`src/sv/slt_pkg.sv`:
```
// ----------------------------------------------------------------------------
// slt_pkg - shared types and constants of the sequence tracker
// Request codes, field widths, register indexes, controller state and the
// command / status bundles between controller and datapath.
// ----------------------------------------------------------------------------
package slt_pkg;

	localparam int SEQ_W     = 12;
	localparam int CNT_OUT_W = 16;
	localparam int LOST_W    = 13;
	localparam int TOTAL_W   = 13;
	localparam int REQ_W     = 2;
	localparam int CFG_IDX_W = 1;

	localparam logic [REQ_W-1:0] REQ_OBSERVE  = 2'd0;
	localparam logic [REQ_W-1:0] REQ_FINALIZE = 2'd1;
	localparam logic [REQ_W-1:0] REQ_CLEAR    = 2'd2;

	localparam logic [CFG_IDX_W-1:0] CFG_TOTAL_KNOWN    = 1'd0;
	localparam logic [CFG_IDX_W-1:0] CFG_EXPECTED_TOTAL = 1'd1;

	localparam logic [LOST_W-1:0] LOST_MAX = 13'h1FFF;

	typedef enum logic [2:0] {
		ST_INIT,
		ST_IDLE,
		ST_OBS_RD,
		ST_OBS_UPD,
		ST_FIN,
		ST_FIN_END,
		ST_CLR,
		ST_DONE
	} state_t;

	typedef struct packed {
		logic accept;    // capture request payload, restart sweep index
		logic obs_upd;   // resolve observe with map read data
		logic fin_step;  // read one map entry of the finalize walk
		logic clr_step;  // zero one map entry
		logic clr_regs;  // zero counters and highest-seen state
		logic res_load;  // load result register
	} cmd_t;

	typedef struct packed {
		logic fin_skip;  // finalize has no bound
		logic fin_last;  // sweep index sits on the finalize bound
		logic clr_last;  // sweep index sits on the last map entry
	} sts_t;

endpackage

```
`src/sv/slt_ctrl.sv`:
```
// ----------------------------------------------------------------------------
// slt_ctrl - request sequencer of the sequence tracker
// Accepts requests, steps observe, finalize walk and clear sweep, and owns the
// output valid flag.
// ----------------------------------------------------------------------------
module slt_ctrl (
	input  logic                        clk,
	input  logic                        arst_n,
	input  logic                        in_valid,
	output logic                        in_ready,
	input  logic [slt_pkg::REQ_W-1:0]   req_type,
	output logic                        out_valid,
	input  logic                        out_ready,
	input  slt_pkg::sts_t               sts,
	output slt_pkg::cmd_t               cmd
);

	slt_pkg::state_t state_q, state_d;
	logic            out_valid_q;
	logic            out_free;

	always_ff @(posedge clk or negedge arst_n) begin
		if (!arst_n) begin
			state_q     <= slt_pkg::ST_INIT;
			out_valid_q <= 1'b0;
		end else begin
			state_q <= state_d;
			if (cmd.res_load) begin
				out_valid_q <= 1'b1;
			end else if (out_ready) begin
				out_valid_q <= 1'b0;
			end
		end
	end

	always_comb begin
		state_d  = state_q;
		cmd      = '0;
		in_ready = 1'b0;
		out_free = !out_valid_q || out_ready;
		case (state_q)
			slt_pkg::ST_INIT: begin
				cmd.clr_step = 1'b1;
				if (sts.clr_last) begin
					cmd.clr_regs = 1'b1;
					state_d      = slt_pkg::ST_IDLE;
				end
			end
			slt_pkg::ST_IDLE: begin
				in_ready = 1'b1;
			end
			slt_pkg::ST_OBS_RD: begin
				state_d = slt_pkg::ST_OBS_UPD;
			end
			slt_pkg::ST_OBS_UPD: begin
				// next request may enter while this one resolves
				if (out_free) begin
					cmd.obs_upd  = 1'b1;
					cmd.res_load = 1'b1;
					in_ready     = 1'b1;
					state_d      = slt_pkg::ST_IDLE;
				end
			end
			slt_pkg::ST_FIN: begin
				if (sts.fin_skip) begin
					state_d = slt_pkg::ST_DONE;
				end else begin
					cmd.fin_step = 1'b1;
					if (sts.fin_last) begin
						state_d = slt_pkg::ST_FIN_END;
					end
				end
			end
			slt_pkg::ST_FIN_END: begin
				// last read entry is counted here
				state_d = slt_pkg::ST_DONE;
			end
			slt_pkg::ST_CLR: begin
				cmd.clr_step = 1'b1;
				if (sts.clr_last) begin
					cmd.clr_regs = 1'b1;
					state_d      = slt_pkg::ST_DONE;
				end
			end
			slt_pkg::ST_DONE: begin
				if (out_free) begin
					cmd.res_load = 1'b1;
					state_d      = slt_pkg::ST_IDLE;
				end
			end
			default: begin
				state_d = slt_pkg::ST_IDLE;
			end
		endcase

		cmd.accept = in_ready && in_valid;
		if (cmd.accept) begin
			case (req_type)
				slt_pkg::REQ_OBSERVE:  state_d = slt_pkg::ST_OBS_RD;
				slt_pkg::REQ_FINALIZE: state_d = slt_pkg::ST_FIN;
				slt_pkg::REQ_CLEAR:    state_d = slt_pkg::ST_CLR;
				default:               state_d = slt_pkg::ST_DONE;
			endcase
		end
	end

	assign out_valid = out_valid_q;

endmodule

```
`config.mk`:
```
export PLATFORM = sky130hd
export DESIGN_NAME = slt_ctrl
export DESIGN_NICKNAME = d
export VERILOG_FILES = /design/src/sv/slt_pkg.sv /design/src/sv/slt_ctrl.sv
export SDC_FILE = /design/constraint.sdc
export NUM_CORES = 1
export LEC_CHECK = 0
export ABC_AREA = 1
export ABC_CLOCK_PERIOD_IN_PS = 1200
export BUFFER_PORTS_ARGS = -buffer_cell sky130_fd_sc_hd__buf_2
export CAP_MARGIN = 20
export CORE_AREA = 4 4 41 43
export CTS_BUF_LIST = sky130_fd_sc_hd__clkbuf_2
export CTS_CLUSTER_SIZE = 14
export DETAILED_ROUTE_END_ITERATION = 16
export DIE_AREA = 0 0 45 47
export PLACE_DENSITY_LB_ADDON = 0.15
export SLEW_MARGIN = 20
export SYNTH_ARGS = -nofsm -noshare
export SYNTH_HDL_FRONTEND = slang
export SYNTH_SLANG_ARGS = --single-unit
```
`constraint.sdc`:
```
create_clock -name clk -period 1.2 [get_ports clk]
set_input_delay 0.06 -clock clk [delete_from_list [all_inputs] [get_ports clk]]
set_output_delay 0.06 -clock clk [all_outputs]
set_load 0.005 [all_outputs]
```
==> results.sh, run 1 <==
export IMPL_rows=13
export IMPL_fin_crit_ns=1.20
export IMPL_fin_util=0.469
export IMPL_grt_start_max_net_pins=8
export IMPL_synthAdderAreaFrac=0
export IMPL_clkSinkCount=4
export IMPL_ir_worst_vdd_mv=0.767
export IMPL_synth_area_top_cells="dfrtp_1 27%, nand2_1 20%, inv_1 8.0%, nand3_1 6.6%, nor2_1 6.0%"
export IMPL_place_gp_congestion=0.782
export IMPL_slew_violations=0
export IMPL_use_met1=0.103
export IMPL_final_cells=103
export IMPL_cp_arrival_ns=1.14
export IMPL_path_max_fanout=6
export IMPL_synth_simple_gate_area_share=0.502
export IMPL_root_buffer="clkbuf_2"
export IMPL_first_iter_violations=8
export IMPL_cp_required_ns=1.14
export IMPL_timing_final_crit_share=1.00
export IMPL_placed_cells=94
export IMPL_startpoint_type="flop"
export IMPL_crit_slowest_cell="dfrtp_2"
export IMPL_setup_ws_ns=-0.00228
export IMPL_fin_nets=99
export IMPL_num_vias=463
export IMPL_grt_most_used_layer="met2"
export IMPL_first_pass_iters=2
export IMPL_drive_gt1_frac=0.523
export IMPL_core_area_um2=1300
export IMPL_synth_ff_type="dfrtp_1"
export IMPL_finalSetupViolCount=1
export IMPL_cts_tree="yes"
export IMPL_die_area_um2=2120
export IMPL_die_x_um=45
export IMPL_synth_top_family_by_area="simple AND/OR/NAND/NOR gates"
export IMPL_wire_per_inst_um=10.3
export IMPL_yosysMostFrequentCell="nand2_1"
export IMPL_ys_seq_area_frac=0.266
export IMPL_clock_skew_ns=0.000640
export IMPL_cpPeakStageDelay_ns=0.48
export IMPL_die_y_um=47
export IMPL_clk_latency_ns=0.20
export IMPL_grt_usage=0.104
export IMPL_syn_to_final_growth_pct=62.1
export IMPL_cap_viol_max_count=0
export IMPL_syn_inst=60
export IMPL_grt_pass1_vias=439
export IMPL_hold_violations=0
export IMPL_fmax_mhz=832
export IMPL_worst_pin_slew_ns=0.203
export IMPL_ys_types=16
export IMPL_crit_chain="nand2_4, buf_6, nand3_2, nor2_1, buf_2"
export IMPL_violations="setup timing"
export IMPL_clkTransAtPathRegs_ns=0.04
export IMPL_synthTopCellsByCount="20 x nand2_1, 8 x inv_1, 6 x nor2_1"
export IMPL_holdPathStages=5
export IMPL_netlist_area_um2=377
export IMPL_overflow=0
export IMPL_synth_seq_cells=4
export IMPL_gr_usage_met2=0.215
export IMPL_synth_fp_nets=69
export IMPL_reg2reg_depth=8
export IMPL_antenna_found_initial=0
export IMPL_synth_mux_area_frac=0
export IMPL_rsz0062_at_grt="yes"
export IMPL_relSlewSlack=0.865
export IMPL_vias_per_cell=4.50
export IMPL_p_per_area_nw_per_um2=2490
export IMPL_diodes=0
export IMPL_cts_made_buffers=3
export IMPL_path_class="flop to output pin"
export IMPL_synth_xor_area_frac=0
export IMPL_dp_final_hpwl_um=780
export IMPL_h_tree_depth=1
export IMPL_use_met3=0.0268
export IMPL_synth_edf_count=0
export IMPL_leakagePower_uw=0.000350
export IMPL_grt_pass1_wl_mm=1.64
export IMPL_synth_compound_area_frac=0.0930
export IMPL_yosysWarnings=0
export IMPL_synth_top_area_frac=0.266
export IMPL_drcViolationCount=0
export IMPL_ant_nets=0
export IMPL_crit_path_end_kind="output pin"
export IMPL_run_status="finished, violations left"
export IMPL_ios=17
export IMPL_syn_area_per_cell_um2=6.28
export IMPL_start_util=0.289
export IMPL_wl_mm=1.06
export IMPL_synthArstFlopShare=1.00
export IMPL_yosys_area_top_type="dfrtp_1"
export IMPL_io_buffers=16
export IMPL_clockBufferDepth=2
export IMPL_hold_class="primary input to flop"
-- cell usage in the layout (no fill, tap or decap), drive strengths merged --
| cell | synthesis | final |
|---|---|---|
| nor3 | 3 | 3 |
| nand4 | 2 | 2 |
| o21a | 1 | 1 |
| nor2 | 7 | 7 |
| inv | 11 | 11 |
| a21oi | 1 | 1 |
| nand3 | 7 | 7 |
| dlygate4sd3 | 0 | 1 |
| buf | 1 | 25 |
| dfrtp | 4 | 4 |
| o21ai | 3 | 3 |
| clkbuf | 0 | 3 |
| nand2 | 20 | 20 |
-- stage by stage --
stage	total power (uW)	setup TNS [ns]	hold slack, ns	cell area (um2)	setup slack [ns]
floorplan	867	0	-0.236	377	0.120
global placement	1160	0	-0.129	494	0.00611
finish	1520	-0.00228	0.183	611	-0.00228
global route	1660	-0.438	0.196	611	-0.0755
CTS	1380	-0.000651	0.177	557	-0.000645
detailed placement	1140	0	-0.133	494	0.00504
-- cells by family after synthesis --
family / Yosys count
and+or+nand+nor: 39
AOI/OAI and AO/OA: 5
buffers and inverters: 12
DFF: 4
-- state kept, by name (all words and copies together), names as in the netlist --
name	count
out_valid	1
state_q	3
-- path summary, 6_finish.rpt --
check	from	slack (ns)	endpoint
worst max-delay path	state_q[2]	-0.002	cmd[1]
worst min-delay path	req_type[1]	0.18	state_q[0]
worst max register to register	state_q[1]	0.01	state_q[1]
worst min register to register	out_valid	0.56	out_valid
max in group asynchronous	arst_n	0.88	state_q[1]
min in group asynchronous	arst_n	0.19	state_q[2]
-- cell type report --
cell class / count / area, um2
Sequential cell: 4 / 104
Fill cell: 152 / 691
Timing Repair Buffer: 26 / 165
Tap cell: 15 / 18.8
Clock buffer: 3 / 15.0
Multi-Input combinational cell: 44 / 262
Inverter: 11 / 46.3
-- power by group --
group | internal, uW | switching, uW | total [uW]
sequential | 215 | 126 | 341
combinational | 502 | 561 | 1060
clock | 67.2 | 52.1 | 119
-- timing repair --
action	CTS	global route
endpoints found under the hold margin	4	0
buffers inserted	1	4
hold buffers	1	0
endpoints found under the setup margin	6	9
gates resized for setup	10	6
pin swaps	1	4
-- critical path: cells and delay by family (launching register included) --
kind                   cells  cell delay (ns)
and+or+nand+nor            3             0.25
buffers and inverters      2             0.21
DFF                        1             0.48
-- routing by layer --
layer | part of all wire | vias to the layer above | routed length (um)
li1 | - | 245 | -
met1 | 0.42 | 206 | 448
met2 | 0.51 | 12 | 538
met5 | 0 | - | 0
met4 | 0 | 0 | 0
met3 | 0.068 | 0 | 72
Power figures use the tool's default switching activity.
==> inputs of run 2 (changes only) <==
ABC_AREA = not set   (was 1)
==> run 2 against run 1 <==
  * The run still ends with setup timing left
  * Critical path type unchanged
  * Flip-flop and latch count did not move
  * Combinational power down 17%
  * Worst hold slack lost 0.066 ns
  * Critical endpoint is now cmd[5]
  * Register-to-register slack worse by 0.03 ns
  * Die area is the same
  * Routed wire length shrank 16%
  * Utilization fell by 5.6 points
  * Synthesized cell count down 43%
  * Largest power group unchanged
  * Critical path depth fell by 2
  * First-iteration DRC count shrank 25%
  * Final area fell by 12%
==> results.sh, run 2 <==
export IMPL_run_status="finished, violations left"
export IMPL_violations="setup timing"
export IMPL_crit_path_end_kind="output pin"
export IMPL_wl_um=888
export IMPL_dp_final_hpwl_um=620
export IMPL_cts_tree="yes"
export IMPL_grt_usage=0.0810
export IMPL_timing_final_crit_share=1.05
export IMPL_fin_util=0.413
export IMPL_largest_register="state_q"
export IMPL_fin_crit_ns=1.26
export IMPL_pwr_share_comb=0.689
export IMPL_cp_required_ns=1.14
export IMPL_crit_slowest_cell="dfrtp_1"
export IMPL_seqCellArea_um2=103
export IMPL_syn_inst=34
export IMPL_first_pass_iters=3
export IMPL_grt_pass1_wl_mm=1.20
export IMPL_clk_latency_ns=0.20
export IMPL_die_y_um=47
export IMPL_first_iter_violations=6
export IMPL_fillers=152
export IMPL_finalSetupViolCount=4
export IMPL_internal_power_uw=766
export IMPL_start_util=0.230
export IMPL_placed_cells=66
export IMPL_crit_chain="and3b_4, nor4b_4, buf_2"
export IMPL_grt_pass1_vias=295
export IMPL_hold_class="primary input to flop"
export IMPL_synth_fp_nets=43
export IMPL_drive_gt1_frac=0.667
export IMPL_fin_nets=74
export IMPL_p_clk_frac=0.094
export IMPL_ys_seq_area_frac=0.335
export IMPL_ys_types=22
export IMPL_clock_skew_ns=0.000483
export IMPL_path_max_fanout=3
export IMPL_largest_reg_flops=3
export IMPL_drcViolationCount=0
export IMPL_leakagePower_uw=0.000280
export IMPL_netlist_area_um2=299
export IMPL_synth_area_top_cells="dfrtp_1 33%, nor4b_4 7.9%, a32oi_1 5.9%, nor2_1 5.0%, and3b_4 4.2%"
export IMPL_h_tree_depth=1
export IMPL_wire_per_inst_um=11.4
export IMPL_synthArstFlopShare=1.00
export IMPL_rsz0062_at_grt="yes"
export IMPL_vias_per_cell=4.46
export IMPL_synth_top_area_frac=0.335
export IMPL_grt_start_max_net_pins=9
export IMPL_clkTransAtPathRegs_ns=0.04
export IMPL_place_gp_congestion=0.674
export IMPL_syn_to_final_growth_pct=79.9
export IMPL_synth_seq_cells=4
export IMPL_core_area_um2=1300
export IMPL_rows=13
export IMPL_setup_ws_ns=-0.0604
export IMPL_die_x_um=45
export IMPL_ant_nets=0
export IMPL_clockBufferDepth=2
export IMPL_synthTopCellsByCount="4 x dfrtp_1, 4 x nor2_1, 3 x inv_1, 3 x nand2_1"
export IMPL_final_cells=78
export IMPL_clkSinkCount=4
export IMPL_syn_area_per_cell_um2=8.80
export IMPL_worst_pin_slew_ns=0.247
export IMPL_worst_path_buf_inv=1
export IMPL_p_seq_frac=0.217
export IMPL_overflow=0
export IMPL_p_switching_uw=512
export IMPL_synth_ff_type="dfrtp_1"
export IMPL_synth_edf_count=0
export IMPL_yosys_area_top_type="dfrtp_1"
export IMPL_multi_input_area_um2=208
export IMPL_hold_violations=0
export IMPL_cp_top_family="simple AND/OR/NAND/NOR gates"
export IMPL_p_per_area_nw_per_um2=2380
export IMPL_startpoint_type="flop"
export IMPL_path_class="flop to output pin"
export IMPL_relSlewSlack=0.833
export IMPL_num_vias=348
export IMPL_switching_share=0.401
export IMPL_io_buffers=16
export IMPL_cap_viol_max_count=0
export IMPL_diodes=0
export IMPL_root_buffer="clkbuf_2"
export IMPL_die_area_um2=2120
export IMPL_antenna_found_initial=0
export IMPL_cts_made_buffers=3
export IMPL_slew_violations=0
export IMPL_mostFrequentLayoutCell="buf_2"
export IMPL_yosysWarnings=0
export IMPL_fmax_mhz=793
export IMPL_ir_worst_vdd_mv=0.801
export IMPL_cpPeakStageDelay_ns=0.39
export IMPL_cp_arrival_ns=1.20
export IMPL_ios=17
export IMPL_final_cell_mix="16 x buf_2, 10 x buf_4"
==> run 2: cell count changes in the layout (fill, tap and decap cells not counted), moves of 3 or more <==
cell,delta
buf_4,+3
inv_1,-5
nand2_1,-15
nand3_1,-4
==> run 2: per-stage QoR <==
step	setup slack (ns)	total power, uW	setup TNS, ns	cell area, um2	hold WS [ns]
global placement	0.0149	875	0	404	-0.129
floorplan	-0.0176	651	-0.0176	299	-0.236
detailed placement	0.0418	850	0	404	-0.132
global route	-0.172	1390	-0.598	538	0.104
CTS	-0.109	1070	-0.334	462	0.0928
finish	-0.0604	1280	-0.144	538	0.116
==> run 2: power groups by stage <==
stage / Combinational [uW] / Clock [uW] / Sequential, uW
CTS: 658 / 131 / 279
floorplan: 407 / 0 / 244
global placement: 586 / 0 / 289
global route: 968 / 138 / 284
detailed placement: 560 / 0 / 290
finish: 880 / 120 / 277
==> run 2: what timing repair did <==
action,in CTS,in global routing
hold buffers,1,0
buffers inserted,4,4
pin swaps,4,5
setup endpoints to repair,5,10
endpoints found under the hold margin,4,0
resized for setup,2,8
==> run 2: worst paths after layout <==
| path | depth (start not counted) | startpoint | end | slack [ns] |
|---|---|---|---|---|
| min reg2reg | 3 | out_valid | out_valid | 0.60 |
| max in group asynchronous | 2 | arst_n | state_q[2] | 0.88 |
| max reg2reg | 4 | state_q[1] | state_q[1] | -0.02 |
| min | 2 | req_type[0] | state_q[1] | 0.12 |
| max | 3 | state_q[1] | cmd[5] | -0.06 |
| min in group asynchronous | 2 | arst_n | out_valid | 0.19 |
==> run 2: kinds of logic (layout without fill, tap and decap cells) <==
group           Yosys count  in the layout  share of synthesized area
xor+xnor                  1              1                     0.0293
flops                     4              4                      0.335
compound gates            8              8                      0.197
buf+inv                   6             35                      0.113
simple gates             15             15                      0.326
==> run 2: area by class of cell <==
class,count,share of cell area
repair buffers,28,0.328
clock buffers,3,0.0279
multi-input cells,24,0.386
flip-flops and latches,4,0.191
well taps,15,0.0349
inverters,4,0.0326
==> run 2: worst reg2reg max path: cells and delay by family, from the launching register on <==
kind | cells | cell delay (ns)
DFF | 1 | 0.39
buffers and inverters | 1 | 0.17
AOI/OAI and AO/OA | 1 | 0.09
and+or+nand+nor | 2 | 0.46
==> run 2: per-layer routing <==
metal | wire length, um | GRT usage
met5 | 0 | 0
met4 | 0 | 0.0175
met3 | 46 | 0.0460
met2 | 443 | 0.110
met1 | 399 | 0.111
==> inputs of run 3 (changes only) <==
PLACE_DENSITY_LB_ADDON = 0.12   (was 0.15)
==> run 3 against run 2 <==
  * The run still ends with setup timing left
  * Final cell count shrank 2.6%
  * Global-route usage grew 1.3 points
  * Flip-flop and latch count is the same
  * Clock skew grew 0.0064 ns
  * Die area is the same
  * Worst hold slack lost 0.036 ns
  * Total power shrank 4.8%
  * Fmax shrank 3.1%
  * Register-to-register slack is essentially flat
  * Utilization shrank 1.8 points
  * Clock-buffer cell count is the same
  * Critical path type unchanged
  * Largest cell class unchanged
  * Highest routed layer is now met4
==> results.sh, run 3 (synthesized netlist as in run 2, its figures left out) <==
export IMPL_ios=17
export IMPL_cp_arrival_ns=1.24
export IMPL_whs_ns=0.0802
export IMPL_timing_final_crit_share=1.08
export IMPL_reg2reg_from="state_q[0]"
export IMPL_drive_gt1_frac=0.623
export IMPL_setup_ws_ns=-0.101
export IMPL_multi_input_area_um2=195
export IMPL_grt_pass1_vias=342
export IMPL_gr_usage_met2=0.155
export IMPL_first_iter_violations=3
export IMPL_holdPathStages=2
export IMPL_ir_worst_vdd_mv=0.749
export IMPL_fin_nets=72
export IMPL_die_y_um=47
export IMPL_core_area_um2=1300
export IMPL_die_x_um=45
export IMPL_cp_required_ns=1.14
export IMPL_hold_violations=0
export IMPL_clkTransAtPathRegs_ns=0.04
export IMPL_clk_latency_ns=0.22
export IMPL_grt_usage=0.0942
export IMPL_slew_violations=0
export IMPL_largest_register="state_q"
export IMPL_cp_startpoint="state_q[1]"
export IMPL_startpoint_type="flop"
export IMPL_crit_chain="buf_6, xor2_1, nor2_1, and2_1, buf_2"
export IMPL_fmax_mhz=769
export IMPL_start_util=0.230
export IMPL_place_gp_congestion=0.710
export IMPL_cpPeakStageDelay_ns=0.38
export IMPL_antenna_found_initial=0
export IMPL_seqCellArea_um2=103
export IMPL_num_vias=366
export IMPL_final_cell_mix="16 x buf_2, 7 x buf_4, 3 x nor2_1, 3 x nand2_1, 3 x clkbuf_2"
export IMPL_root_buffer="clkbuf_2"
export IMPL_fin_crit_ns=1.30
export IMPL_crit_slowest_cell="dfrtp_1"
export IMPL_violations="setup timing"
export IMPL_diodes=0
export IMPL_wire_per_inst_um=12.4
export IMPL_mostFrequentLayoutCell="buf_2"
export IMPL_fin_util=0.395
export IMPL_syn_to_final_growth_pct=72.0
export IMPL_p_per_area_nw_per_um2=2370
export IMPL_crit_path_end_kind="output pin"
export IMPL_grt_start_max_net_pins=9
export IMPL_rsz0062_at_grt="yes"
export IMPL_grt_most_used_layer="met2"
export IMPL_holdCritStartpoint="req_type[0]"
export IMPL_clockBufferDepth=2
export IMPL_dp_final_hpwl_um=703
export IMPL_path_class="flop to output pin"
export IMPL_grt_pass1_wl_mm=1.34
export IMPL_overflow=0
export IMPL_cap_viol_max_count=0
export IMPL_wl_um=944
export IMPL_relSlewSlack=0.854
export IMPL_rows=13
export IMPL_finalSetupViolCount=4
export IMPL_reg2reg_depth=5
export IMPL_io_buffers=16
export IMPL_first_pass_iters=4
export IMPL_path_max_fanout=3
export IMPL_vias_per_cell=4.82
export IMPL_total_power_uw=1220
export IMPL_largest_reg_flops=3
export IMPL_leakagePower_uw=0.000264
export IMPL_drcViolationCount=0
export IMPL_clock_skew_ns=0.00687
export IMPL_cts_tree="yes"
export IMPL_ant_nets=0
export IMPL_worst_pin_slew_ns=0.217
export IMPL_hold_class="primary input to flop"
export IMPL_use_met1=0.0961
export IMPL_place_ws_ns=0.0254
export IMPL_fillers=143
export IMPL_h_tree_depth=1
export IMPL_die_area_um2=2120
export IMPL_clkSinkCount=4
export IMPL_use_met3=0.0153
export IMPL_cts_made_buffers=3
export IMPL_run_status="finished, violations left"
run 3: critical path, delay by kind of cell, from the launching register on:
family | cells | cell delay [ns]
flip-flops | 1 | 0.38
AND/OR/NAND/NOR | 2 | 0.26
buffers and inverters | 2 | 0.24
XOR/XNOR | 1 | 0.15
run 3: through the flow:
stage | std cells | instance area (um2) | setup TNS, ns
final | 76 | 514 | -0.208
after global routing | 76 | 514 | -0.818
after detailed placement | 66 | 404 | 0
after CTS | 74 | 468 | -0.380
after global placement | 66 | 404 | 0
after floorplan | 34 | 299 | -0.0176
run 3: what timing repair did:
action                                  4_1_cts  5_1_grt
endpoints found under the setup margin        5        9
pin swaps                                     4        5
endpoints found under the hold margin         4        0
buffers inserted                              4        2
hold buffers                                  1        0
resized for setup                             4        6
run 3: cell type report:
cell class	count	area share
clock buffer	3	0.0292
inverter	4	0.0341
timing repair buffer	26	0.321
tap	15	0.0365
sequential	4	0.200
multi-input combinational	24	0.380
run 3: layer usage:
metal  up-vias  part of all wire  wire, um
li1        176                 -         -
met1       171              0.37       352
met2        13              0.53       497
met3         6             0.058        55
met4         0             0.041        39
met5         -                 0         0
run 3: path summary, 6_finish.rpt:
kind                         endpoint  slack [ns]
setup / recovery               cmd[1]       -0.10
hold / removal             state_q[1]        0.08
setup reg to reg           state_q[1]       -0.01
hold reg to reg             out_valid        0.57
max in group asynchronous  state_q[2]        0.90
min in group asynchronous  state_q[0]        0.17
run 3: power breakdown:
group          internal, uW  leakage, uW  switching (uW)
Clock                  67.3    0.0000125            64.8
Sequential              205    0.0000428            86.0
Combinational           435     0.000208             359
